[src/rtl/dhtbc_pkg.sv]
`default_nettype none

package dhtbc_pkg;

    // Widths fixed by the register map
    localparam int REG_BITS        = 20;
    localparam int CFG_IDX_BITS    = 8;
    localparam int COUNT_BITS_DEF  = 20;

    // Register indexes
    localparam logic [CFG_IDX_BITS-1:0] REG_DEBOUNCE = 8'd0;
    localparam logic [CFG_IDX_BITS-1:0] REG_WEB      = 8'd1;
    localparam logic [CFG_IDX_BITS-1:0] REG_PORTAL   = 8'd2;
    localparam logic [CFG_IDX_BITS-1:0] REG_RESET    = 8'd3;

    // Register reset values
    localparam logic [REG_BITS-1:0] DEBOUNCE_RST = 20'd50;
    localparam logic [REG_BITS-1:0] WEB_RST      = 20'd5000;
    localparam logic [REG_BITS-1:0] PORTAL_RST   = 20'd15000;
    localparam logic [REG_BITS-1:0] RESET_RST    = 20'd30000;

    typedef enum logic [2:0] {
        EV_NONE      = 3'd0,
        EV_SHORT     = 3'd1,
        EV_WEB       = 3'd2,
        EV_PORTAL    = 3'd3,
        EV_ARMED     = 3'd4,
        EV_CONFIRMED = 3'd5
    } t_event;

    typedef struct packed {
        logic raw_level;
        logic take_event;
    } t_in_req;

    typedef struct packed {
        t_event event_code;
        logic   stable_pressed;
    } t_out_rsp;

endpackage

`default_nettype wire

[src/rtl/debounced_hold_time_button_classifier.sv]
`default_nettype none
// An accepted request's result is registered. Throughput: one request per cycle
// while no result is stalled; the whole tick update is a single pass of compares
// and saturating increments ahead of the state and result registers.
// Reset (synchronous, active low) restores the register defaults, releases the
// debounced level, clears counters, hold flags and the pending event.

module debounced_hold_time_button_classifier
    import dhtbc_pkg::*;
#(
    parameter int COUNT_BITS = COUNT_BITS_DEF
) (
    input  wire logic                    i_clk,
    input  wire logic                    i_rst_n,
    // configuration write port
    input  wire logic                    i_cfg_we,
    input  wire logic [CFG_IDX_BITS-1:0] i_cfg_idx,
    input  wire logic [REG_BITS-1:0]     i_cfg_data,
    // tick request channel
    input  wire logic                    i_in_valid,
    output logic                         o_in_ready,
    input  wire t_in_req                 i_in_req,
    // result channel
    output logic                         o_out_valid,
    input  wire logic                    i_out_ready,
    output t_out_rsp                     o_out_rsp
);

    // Compare width covers both the counters and the threshold registers
    localparam int CMP_W = (COUNT_BITS > REG_BITS) ? COUNT_BITS : REG_BITS;

    // Threshold registers
    logic [REG_BITS-1:0]   r_debounce_ticks;
    logic [REG_BITS-1:0]   r_web_hold_ticks;
    logic [REG_BITS-1:0]   r_portal_hold_ticks;
    logic [REG_BITS-1:0]   r_reset_hold_ticks;

    // Button state
    logic                  r_last_raw,     n_last_raw;
    logic                  r_stable_level, n_stable_level;
    logic [COUNT_BITS-1:0] r_since_change, n_since_change;
    logic [COUNT_BITS-1:0] r_held_ticks,   n_held_ticks;
    logic                  r_web_sent,     n_web_sent;
    logic                  r_portal_sent,  n_portal_sent;
    logic                  r_reset_armed,  n_reset_armed;
    t_event                r_pending,      n_pending;

    // Result register
    logic                  r_out_valid;
    t_out_rsp              r_out_rsp,      n_out_rsp;

    logic                  in_accept;

    // The output register frees up in the same cycle its result is taken
    assign o_in_ready  = !r_out_valid || i_out_ready;
    assign in_accept   = i_in_valid && o_in_ready;
    assign o_out_valid = r_out_valid;
    assign o_out_rsp   = r_out_rsp;

    // One tick of the debounce and hold classifier
    always_comb begin
        logic raw;
        raw            = i_in_req.raw_level;
        n_last_raw     = r_last_raw;
        n_stable_level = r_stable_level;
        n_held_ticks   = r_held_ticks;
        n_web_sent     = r_web_sent;
        n_portal_sent  = r_portal_sent;
        n_reset_armed  = r_reset_armed;
        n_pending      = r_pending;

        // held count runs while the previous debounced level is pressed
        if (!r_stable_level && (r_held_ticks != '1)) begin
            n_held_ticks = r_held_ticks + 1'b1;
        end

        // any raw edge restarts the debounce count
        if (raw != r_last_raw) begin
            n_last_raw     = raw;
            n_since_change = '0;
        end else if (r_since_change != '1) begin
            n_since_change = r_since_change + 1'b1;
        end else begin
            n_since_change = r_since_change;
        end

        if (CMP_W'(n_since_change) >= CMP_W'(r_debounce_ticks)) begin
            if (raw != r_stable_level) begin
                n_stable_level = raw;
                if (!raw) begin
                    // fresh press
                    n_held_ticks  = '0;
                    n_web_sent    = 1'b0;
                    n_portal_sent = 1'b0;
                    n_reset_armed = 1'b0;
                end else if (r_reset_armed) begin
                    n_pending     = EV_CONFIRMED;
                    n_reset_armed = 1'b0;
                end else if (!r_web_sent && !r_portal_sent) begin
                    n_pending = EV_SHORT;
                end
            end

            // hold thresholds, later ones win the pending slot
            if (!n_stable_level) begin
                if (!n_web_sent &&
                    (CMP_W'(n_held_ticks) >= CMP_W'(r_web_hold_ticks))) begin
                    n_web_sent = 1'b1;
                    n_pending  = EV_WEB;
                end
                if (!n_portal_sent &&
                    (CMP_W'(n_held_ticks) >= CMP_W'(r_portal_hold_ticks))) begin
                    n_portal_sent = 1'b1;
                    n_pending     = EV_PORTAL;
                end
                if (!n_reset_armed &&
                    (CMP_W'(n_held_ticks) >= CMP_W'(r_reset_hold_ticks))) begin
                    n_reset_armed = 1'b1;
                    n_pending     = EV_ARMED;
                end
            end
        end

        // report and clear the pending event on request
        n_out_rsp.stable_pressed = !n_stable_level;
        if (i_in_req.take_event) begin
            n_out_rsp.event_code = n_pending;
            n_pending            = EV_NONE;
        end else begin
            n_out_rsp.event_code = EV_NONE;
        end
    end

    // Configuration, state and result registers
    always_ff @(posedge i_clk) begin
        if (!i_rst_n) begin
            r_debounce_ticks    <= DEBOUNCE_RST;
            r_web_hold_ticks    <= WEB_RST;
            r_portal_hold_ticks <= PORTAL_RST;
            r_reset_hold_ticks  <= RESET_RST;
            r_last_raw          <= 1'b1;
            r_stable_level      <= 1'b1;
            r_since_change      <= '0;
            r_held_ticks        <= '0;
            r_web_sent          <= 1'b0;
            r_portal_sent       <= 1'b0;
            r_reset_armed       <= 1'b0;
            r_pending           <= EV_NONE;
            r_out_valid         <= 1'b0;
        end else begin
            if (i_cfg_we) begin
                unique case (i_cfg_idx)
                    REG_DEBOUNCE: r_debounce_ticks    <= i_cfg_data;
                    REG_WEB:      r_web_hold_ticks    <= i_cfg_data;
                    REG_PORTAL:   r_portal_hold_ticks <= i_cfg_data;
                    REG_RESET:    r_reset_hold_ticks  <= i_cfg_data;
                    default: ;
                endcase
            end
            if (in_accept) begin
                r_last_raw     <= n_last_raw;
                r_stable_level <= n_stable_level;
                r_since_change <= n_since_change;
                r_held_ticks   <= n_held_ticks;
                r_web_sent     <= n_web_sent;
                r_portal_sent  <= n_portal_sent;
                r_reset_armed  <= n_reset_armed;
                r_pending      <= n_pending;
                r_out_valid    <= 1'b1;
            end else if (i_out_ready) begin
                r_out_valid    <= 1'b0;
            end
        end
    end

    always_ff @(posedge i_clk) begin
        if (in_accept) begin
            r_out_rsp <= n_out_rsp;
        end
    end

    // Assertions
    a_stall_blocks_input: assert property (@(posedge i_clk) disable iff (!i_rst_n)
        (r_out_valid && !i_out_ready) |-> !o_in_ready)
        else $error("request accepted while result stalled");

    a_result_tracks_level: assert property (@(posedge i_clk) disable iff (!i_rst_n)
        in_accept |=> (r_out_rsp.stable_pressed == !r_stable_level))
        else $error("reported level differs from debounced state");

    a_raw_edge_restarts: assert property (@(posedge i_clk) disable iff (!i_rst_n)
        (in_accept && (i_in_req.raw_level != r_last_raw)) |=> (r_since_change == '0))
        else $error("raw change did not restart debounce count");

    a_released_held_frozen: assert property (@(posedge i_clk) disable iff (!i_rst_n)
        (r_stable_level && $past(r_stable_level) && $past(i_rst_n)) |-> $stable(r_held_ticks))
        else $error("held count moved while released");

    a_untaken_reports_none: assert property (@(posedge i_clk) disable iff (!i_rst_n)
        (in_accept && !i_in_req.take_event) |=> (r_out_rsp.event_code == EV_NONE))
        else $error("event reported without take request");

endmodule

`default_nettype wire
[config.mk]
export PLATFORM = sky130hd
export DESIGN_NAME = debounced_hold_time_button_classifier
export DESIGN_NICKNAME = d
export VERILOG_FILES = /design/src/rtl/dhtbc_pkg.sv /design/src/rtl/debounced_hold_time_button_classifier.sv
export SDC_FILE = /design/constraint.sdc
export NUM_CORES = 1
export LEC_CHECK = 0
export BUFFER_PORTS_ARGS = -buffer_cell sky130_fd_sc_hd__buf_2
export CAP_MARGIN = 10
export CELL_PAD_IN_SITES_DETAIL_PLACEMENT = 0
export CELL_PAD_IN_SITES_GLOBAL_PLACEMENT = 1
export CORE_MARGIN = 2
export CORE_UTILIZATION = 50
export CTS_CLUSTER_DIAMETER = 50
export DETAILED_ROUTE_END_ITERATION = 10
export PLACE_DENSITY_LB_ADDON = 0.1
export SETUP_SLACK_MARGIN = 0.3
export SLEW_MARGIN = 20
export SYNTH_ARGS = -nofsm -noshare
export SYNTH_HDL_FRONTEND = slang
export SYNTH_SLANG_ARGS = --single-unit
[constraint.sdc]
create_clock -name i_clk -period 6.9 [get_ports i_clk]
set_input_delay 2.07 -clock i_clk [delete_from_list [all_inputs] [get_ports i_clk]]
set_output_delay 2.07 -clock i_clk [all_outputs]
set_load 0.02 [all_outputs]
==> summary.md, run 1 <==
| Metric | Value |
|---|---|
| Status | completed |
| Synth top cells by count | nand2_1 (200), dfxtp_1 (129), inv_1 (86), ha_1 (84), nor2_1 (71) |
| EDFF count, synth | 4 |
| Die width | 133 um |
| Post-Synthesis Net Count | 1,189 |
| Initial DRC count | 415 |
| Final Setup Violations | 0 |
| WP data required | 7.22 ns |
| Port Buffers | 40 |
| Post-route ant nets | 0 |
| Slew of the pin with the lowest slew margin | 0.832 ns |
| Hpwl dp | 16,100 um |
| Crit path top cell by count | and2_1 |
| Total CTS buffers | 17 |
| Worst Hold End | r_debounce_ticks[14] |
| Post-synth ARST share | 0 |
| Reg2reg end | r_held_ticks[1] |
| Worst Setup Path Type | primary input to flip-flop |
| CTS tree | built |
| Storage element area | 0.00270 mm2 |
| Bufs and invs on worst path | 1 |
| Resized cells post-CTS | 0 |
| Synth-to-layout area growth | 11.1% |
| Initial core utilization | 0.508 |
| Mapped Cells | 1,070 |
| Largest net degree at the start of global routing | 84 |
| CP top delay family | simple AND/OR/NAND/NOR gates |
| Top_reg_cell synth | dfxtp_1 |
| Fin nets | 1,207 |
| Critical path peak fanout | 19 |
| Final period util | 0.747 |
| Total Wirelength | 22,400 um |
| Max Fclk | 194 MHz |
| Max layer used | met4 |
| Hold_sp | r_debounce_ticks[14] |
| Clk_lat worst skew | 0.43 ns |
| Pleak | 3.72 nW |
| Pwr per Cell Area | 194 mW/mm2 |
| Worst R2R Setup Slack | 2.03 ns |
| First-pass GRT wire length | 36,400 um |
| Final Core Density | 0.565 |
| Yosys warns | 0 |
| Average routed wire per standard cell | 16.9 um |
| Slowest-stage cell, CP | xor2_2 |
| Clock slew at reported path FFs | 0.06 ns |
| Post-CTS Setup Bufs | 0 |
| Critical R2R Launch | r_since_change[2] |
| Register area share after synthesis | 0.323 |
| Largest stage delay on the critical path | 0.64 ns |
| Cell depth of the worst setup path | 13 |
| Setup TNS | 0 ns |
| Min-Delay Path Class | flip-flop to flip-flop |
| Total gr overflow | 0 |
| Antenna diodes | 0 |
| Cts hold-fix bufs | 0 |
| Slew Limit Headroom | 0.444 |
| Full die area | 0.0178 mm2 |
| Synth area leaders | dfxtp_1 (31%), ha_1 (13%), nand2_1 (9.0%) |
| Clock Sinks | 133 |
| Height of the chip | 133 um |
| Max clock buf depth | 2 |
| Core ar. | 0.0165 mm2 |
| CP Cell Sequence | buf_2 > xor2_2 > a31oi_1 > o21a_1 > ha_1 > nand4_1 > nor3_1 > and2_1 > o31a_1 > and2_1 > o21ai_0 > a32oi_1 > nor2b_1 |
| Antenna violations before repair | 0 |
| Synth Register Bits | 133 |
| Maxcap violations | 0 |
| Multi-input gate area | 0.00515 mm2 |
| Crit path launch type | primary input |
| Critical path arrival | 5.48 ns |
| DR pass1 iterations | 5 |
| M1 wire length | 10,900 um |
| Placed Instance Area | 0.00871 mm2 |
| Slew Viols, Final | 0 |
| Setup crit end kind | flip-flop |
| CTS H-tree depth | 4 |
| Avg Cell Area, Syn | 7.82 um2 |
| Fillers | 1,583 |
| Met3 WL post-DR | 931 um |
| Top-Level Pins | 41 |
| CTS Root Cell | clkbuf_16 |
| Routability congestion estimate | 0.846 |
| RSZ-0062 raised after global routing | false |
| Most frequent cell after synthesis | nand2_1 |
| Cells on worst reg2reg path | 16 |
| Hold Vio Cnt, Final | 0 |
| Unique cell type count in the Yosys netlist | 68 |
| GR Util All Layers | 0.260 |
| Synth area leader | dfxtp_1 |
| Vias in the first global route | 6,798 |
| Remaining routing DRC violations | 0 |
| Design area | 0.00930 mm2 |
| Hold path depth | 2 |
| Via count | 7,280 |
| FP Rows | 47 |
| Synth top area share | 0.308 |
| Post-Syn Area | 0.00837 mm2 |
| Met2 wire len | 10,100 um |
| Min cycle time layout | 5.16 ns |
| Clk_skew | 0.00867 ns |
| Vias/cell | 5.51 |
| Largest vdd supply drop | 164 uV |
| Fraction of layout cells with a size suffix above 1 | 0.0881 |
-- placed cells by master, fill, tap and decap left out, types with 18 or more instances in the layout --
cell / synthesis / layout
nor2b_1: 18 / 18
buf_2: 10 / 39
ha_1: 84 / 84
nand2_1: 200 / 200
inv_1: 86 / 86
a21oi_1: 46 / 46
o211ai_1: 25 / 25
dfxtp_1: 129 / 129
nand3_1: 27 / 27
a21boi_0: 66 / 66
o21ai_0: 44 / 44
nor2_1: 71 / 70
xnor2_1: 18 / 18
-- power by group --
group | internal, mW | leakage, nW | switching, mW
Sequential | 0.776 | 1.08 | 0.00424
Clock | 0.536 | 0.282 | 0.379
Combinational | 0.0380 | 2.36 | 0.0738
-- logic make-up (layout without fill, tap and decap cells) --
family / Yosys count / in the layout / synth area share
AO/OA/AOI/OAI: 255 / 255 / 0.207
flip-flops: 133 / 133 / 0.323
XOR/XNOR: 36 / 36 / 0.0377
buffers and inverters: 136 / 167 / 0.0638
AND/OR/NAND/NOR: 423 / 423 / 0.239
multiplexers: 3 / 3 / 0.00359
adder cells (fa/ha/maj): 84 / 84 / 0.126
-- through the flow --
step                      instances  setup WS, ns  power (mW)  hold slack, ns
final                          1321          1.74        1.81           0.460
after global routing           1321          1.40        1.86           0.486
after CTS                      1320          1.71        1.82           0.459
after detailed placement       1288          1.26       0.908           0.451
after global placement         1288          1.28       0.907           0.447
after floorplan                1070          1.53       0.862           0.435
-- worst reg2reg max path: cells and delay by family, from the launching register on --
kind,cells,cell delay (ns)
and+or+nand+nor,10,2.74
adders and majority gates,1,0.30
xor gates and xnor gates,1,0.20
AOI/OAI and AO/OA,4,1.06
DFF,1,0.46
-- routing by layer --
layer | GRT usage | vias up
li1 | - | 3731
met1 | 0.376 | 3370
met2 | 0.401 | 152
met3 | 0.0400 | 27
met4 | 0.0786 | 0
met5 | 0 | -
-- flip-flops by register name, summed over array words and instances, names as in the netlist --
signal / cells
r_debounce_ticks: 20
r_held_ticks: 20
r_portal_hold_ticks: 20
r_reset_hold_ticks: 20
r_since_change: 20
r_web_hold_ticks: 20
o_out_rsp: 4
r_pending: 3
o_out_valid: 1
r_last_raw: 1
r_portal_sent: 1
r_reset_armed: 1
r_stable_level: 1
r_web_sent: 1
-- layout make-up --
| cell class | count | share of cell area |
|---|---|---|
| flip-flops and latches | 133 | 0.290 |
| inverters | 86 | 0.0347 |
| clock inverters | 14 | 0.0165 |
| well taps | 220 | 0.0296 |
| clock buffers | 18 | 0.0461 |
| multi-input cells | 801 | 0.553 |
| repair buffers | 49 | 0.0295 |
-- worst max-delay path by stage --
stage	start	to
floorplan	i_in_req[1]	o_out_rsp[1]
global placement	i_in_req[1]	o_out_rsp[1]
detailed placement	i_in_req[1]	o_out_rsp[1]
CTS	i_in_req[1]	o_out_rsp[1]
global route	i_in_req[1]	r_held_ticks[3]
finish	i_in_req[1]	r_held_ticks[1]
Power figures use the tool's default switching activity.
==> run 2: changes to the inputs <==
CORE_UTILIZATION = 47   (was 50)
clock period = 5.1 ns   (was 6.9 ns; I/O delays follow)
==> summary.md, run 2 (same netlist as run 1, synthesis figures left out) <==
| Metric | Value |
|---|---|
| Routability congestion estimate | 0.838 (-0.99%) |
| Design area | 0.00943 mm2 (+1.4%) |
| Setup crit end kind | flip-flop |
| Post-CTS Setup Bufs | 0 (unchanged) |
| Core ar. | 0.0174 mm2 (+5.4%) |
| Final Core Density | 0.543 (-0.0216) |
| Clock Sinks | 133 (unchanged) |
| Pwr per Cell Area | 275 mW/mm2 (+42%) |
| Fin nets | 1,211 (+0.33%) |
| Height of the chip | 137 um (+3.0%) |
| CTS tree | built |
| Final Setup Violations | 0 (unchanged) |
| Die width | 137 um (+3.0%) |
| Final period util | 0.878 |
| Total gr overflow | 0 (unchanged) |
| P_sw | 0.598 mW (+31%) |
| Clk_lat worst skew | 0.43 ns (about the same) |
| Power Internal | 1.99 mW (+48%) |
| Status | completed |
| Antenna violations before repair | 0 (unchanged) |
| Largest vdd supply drop | 238 uV (+44%) |
| Min cycle time layout | 4.48 ns |
| Max clock buf depth | 2 (unchanged) |
| First-pass GRT wire length | 35,400 um (-2.6%) |
| Via count | 7,258 (-0.30%) |
| Comb power frac | 0.059 (-0.003) |
| Maxcap violations | 0 (unchanged) |
| Synth-to-layout area growth | 12.7% |
| Top-Level Pins | 41 (unchanged) |
| Commonest non-fill, non-tap cells in the layout | nand2_1 (200), dfxtp_1 (129), inv_1 (86), ha_1 (84), nor2_1 (70) |
| Initial core utilization | 0.482 (-0.0261) |
| Slew Viols, Final | 0 (unchanged) |
| CTS H-tree depth | 4 (unchanged) |
| Clk_skew | 0.00933 ns (+0.000659 ns) |
| Remaining routing DRC violations | 0 (unchanged) |
| Vias/cell | 5.46 (-0.90%) |
| Critical path arrival | 4.66 ns (-0.82 ns) |
| Switching part of the total power | 0.231 (-0.0221) |
| Worst Setup Path Type | flip-flop to flip-flop |
| Port Buffers | 40 (unchanged) |
| Min-Delay Path Class | flip-flop to flip-flop |
| Pleak | 3.77 nW (+1.3%) |
| Commonest non-fill, non-tap cell in the layout | nand2_1 |
| Hold Vio Cnt, Final | 0 (unchanged) |
| Full die area | 0.0189 mm2 (+6.2%) |
| Vias in the first global route | 6,762 (-0.53%) |
| Total CTS buffers | 17 (unchanged) |
| Antenna diodes | 0 (unchanged) |
| Largest net degree at the start of global routing | 93 (+11%) |
| Critical path peak fanout | 7 (-12) |
| Clock share of power | 0.534 (+0.028) |
| Placed Instance Area | 0.00876 mm2 (+0.65%) |
| CTS Root Cell | clkbuf_16 |
| Total Wirelength | 22,400 um (+0.25%) |
| Sequential share of power | 0.407 (-0.025) |
| FP Rows | 48 (+2.1%) |
| Max Fclk | 223 MHz |
| Final hold slack | 0.463 ns (+0.00252 ns) |
| Fraction of layout cells with a size suffix above 1 | 0.0924 (+0.00429) |
| Setup TNS | 0 ns (unchanged) |
| Clock slew at reported path FFs | 0.06 ns (about the same) |
| WP data required | 5.28 ns (-1.94 ns) |
| Slew of the pin with the lowest slew margin | 0.884 ns (+0.0514 ns) |
| Crit path launch type | flip-flop |
| Slew Limit Headroom | 0.411 (-0.0327) |
| Initial DRC count | 361 (-13%) |
| Tot Pwr | 2.59 mW (+43%) |
| GR Util All Layers | 0.245 (-0.0151) |
| Hpwl dp | 16,000 um (-0.74%) |
| Average routed wire per standard cell | 16.9 um (-0.35%) |
| RSZ-0062 raised after global routing | false |
| Post-route ant nets | 0 (unchanged) |
| DR pass1 iterations | 5 (unchanged) |
[run 2: worst paths after layout]
path | slack [ns] | start | to | cells after the start
min reg2reg | 0.46 | r_debounce_ticks[14] | r_debounce_ticks[14] | 2
max | 0.62 | r_held_ticks[4] | o_out_rsp[1] | 16
max reg2reg | 0.62 | r_held_ticks[4] | o_out_rsp[1] | 16
min | 0.46 | r_debounce_ticks[14] | r_debounce_ticks[14] | 2
[run 2: timing repair]
| item | in CTS | in global routing |
|---|---|---|
| hold buffers | 0 | 0 |
| setup endpoints to repair | 0 | 4 |
| resized for setup | 0 | 2 |
[run 2: layer usage]
layer,GRT usage,vias to the layer above,share of wire
met4,0.0710,0,0.015
li1,-,3733,-
met1,0.331,3391,0.48
met5,0,-,0
met3,0.0386,26,0.034
met2,0.405,108,0.47
[run 2: layout make-up]
cell class              instances  area (um2)
fillers                      1746        7930
multi-input cells             801        5160
flip-flops and latches        133        2700
clock buffers                  19         453
inverters                      86         323
repair buffers                 53         313
well taps                     225         282
clock inverters                12         203
[run 2: stage by stage]
step / worst slack, ns / cells
3_3_place_gp: 0.172 / 1298
2_1_floorplan: 0.369 / 1070
6_report: 0.625 / 1329
4_1_cts: 0.422 / 1329
3_5_place_dp: 0.143 / 1298
5_1_grt: 0.365 / 1329
[run 2: power by group through the flow]
stage	combinational (mW)	sequential [mW]	clock, mW
after floorplan	0.0870	1.08	0
after global placement	0.151	1.08	0
after detailed placement	0.152	1.08	0
after CTS	0.152	1.06	1.40
after global routing	0.166	1.06	1.43
final	0.152	1.06	1.38
[run 2: worst max-delay path: stages (launching register included)]
cell	delay [ns]
dfxtp_1	0.38
and4_1	0.25
and4_1	0.27
a21oi_2	0.31
and4_1	0.40
nand3_1	0.18
xor2_1	0.20
nor2_1	0.24
ha_1	0.30
a21o_1	0.16
a221o_1	0.31
and3_1	0.19
a211oi_2	0.32
a211oi_1	0.13
or2_2	0.31
a21oi_1	0.20
nor3b_1	0.07
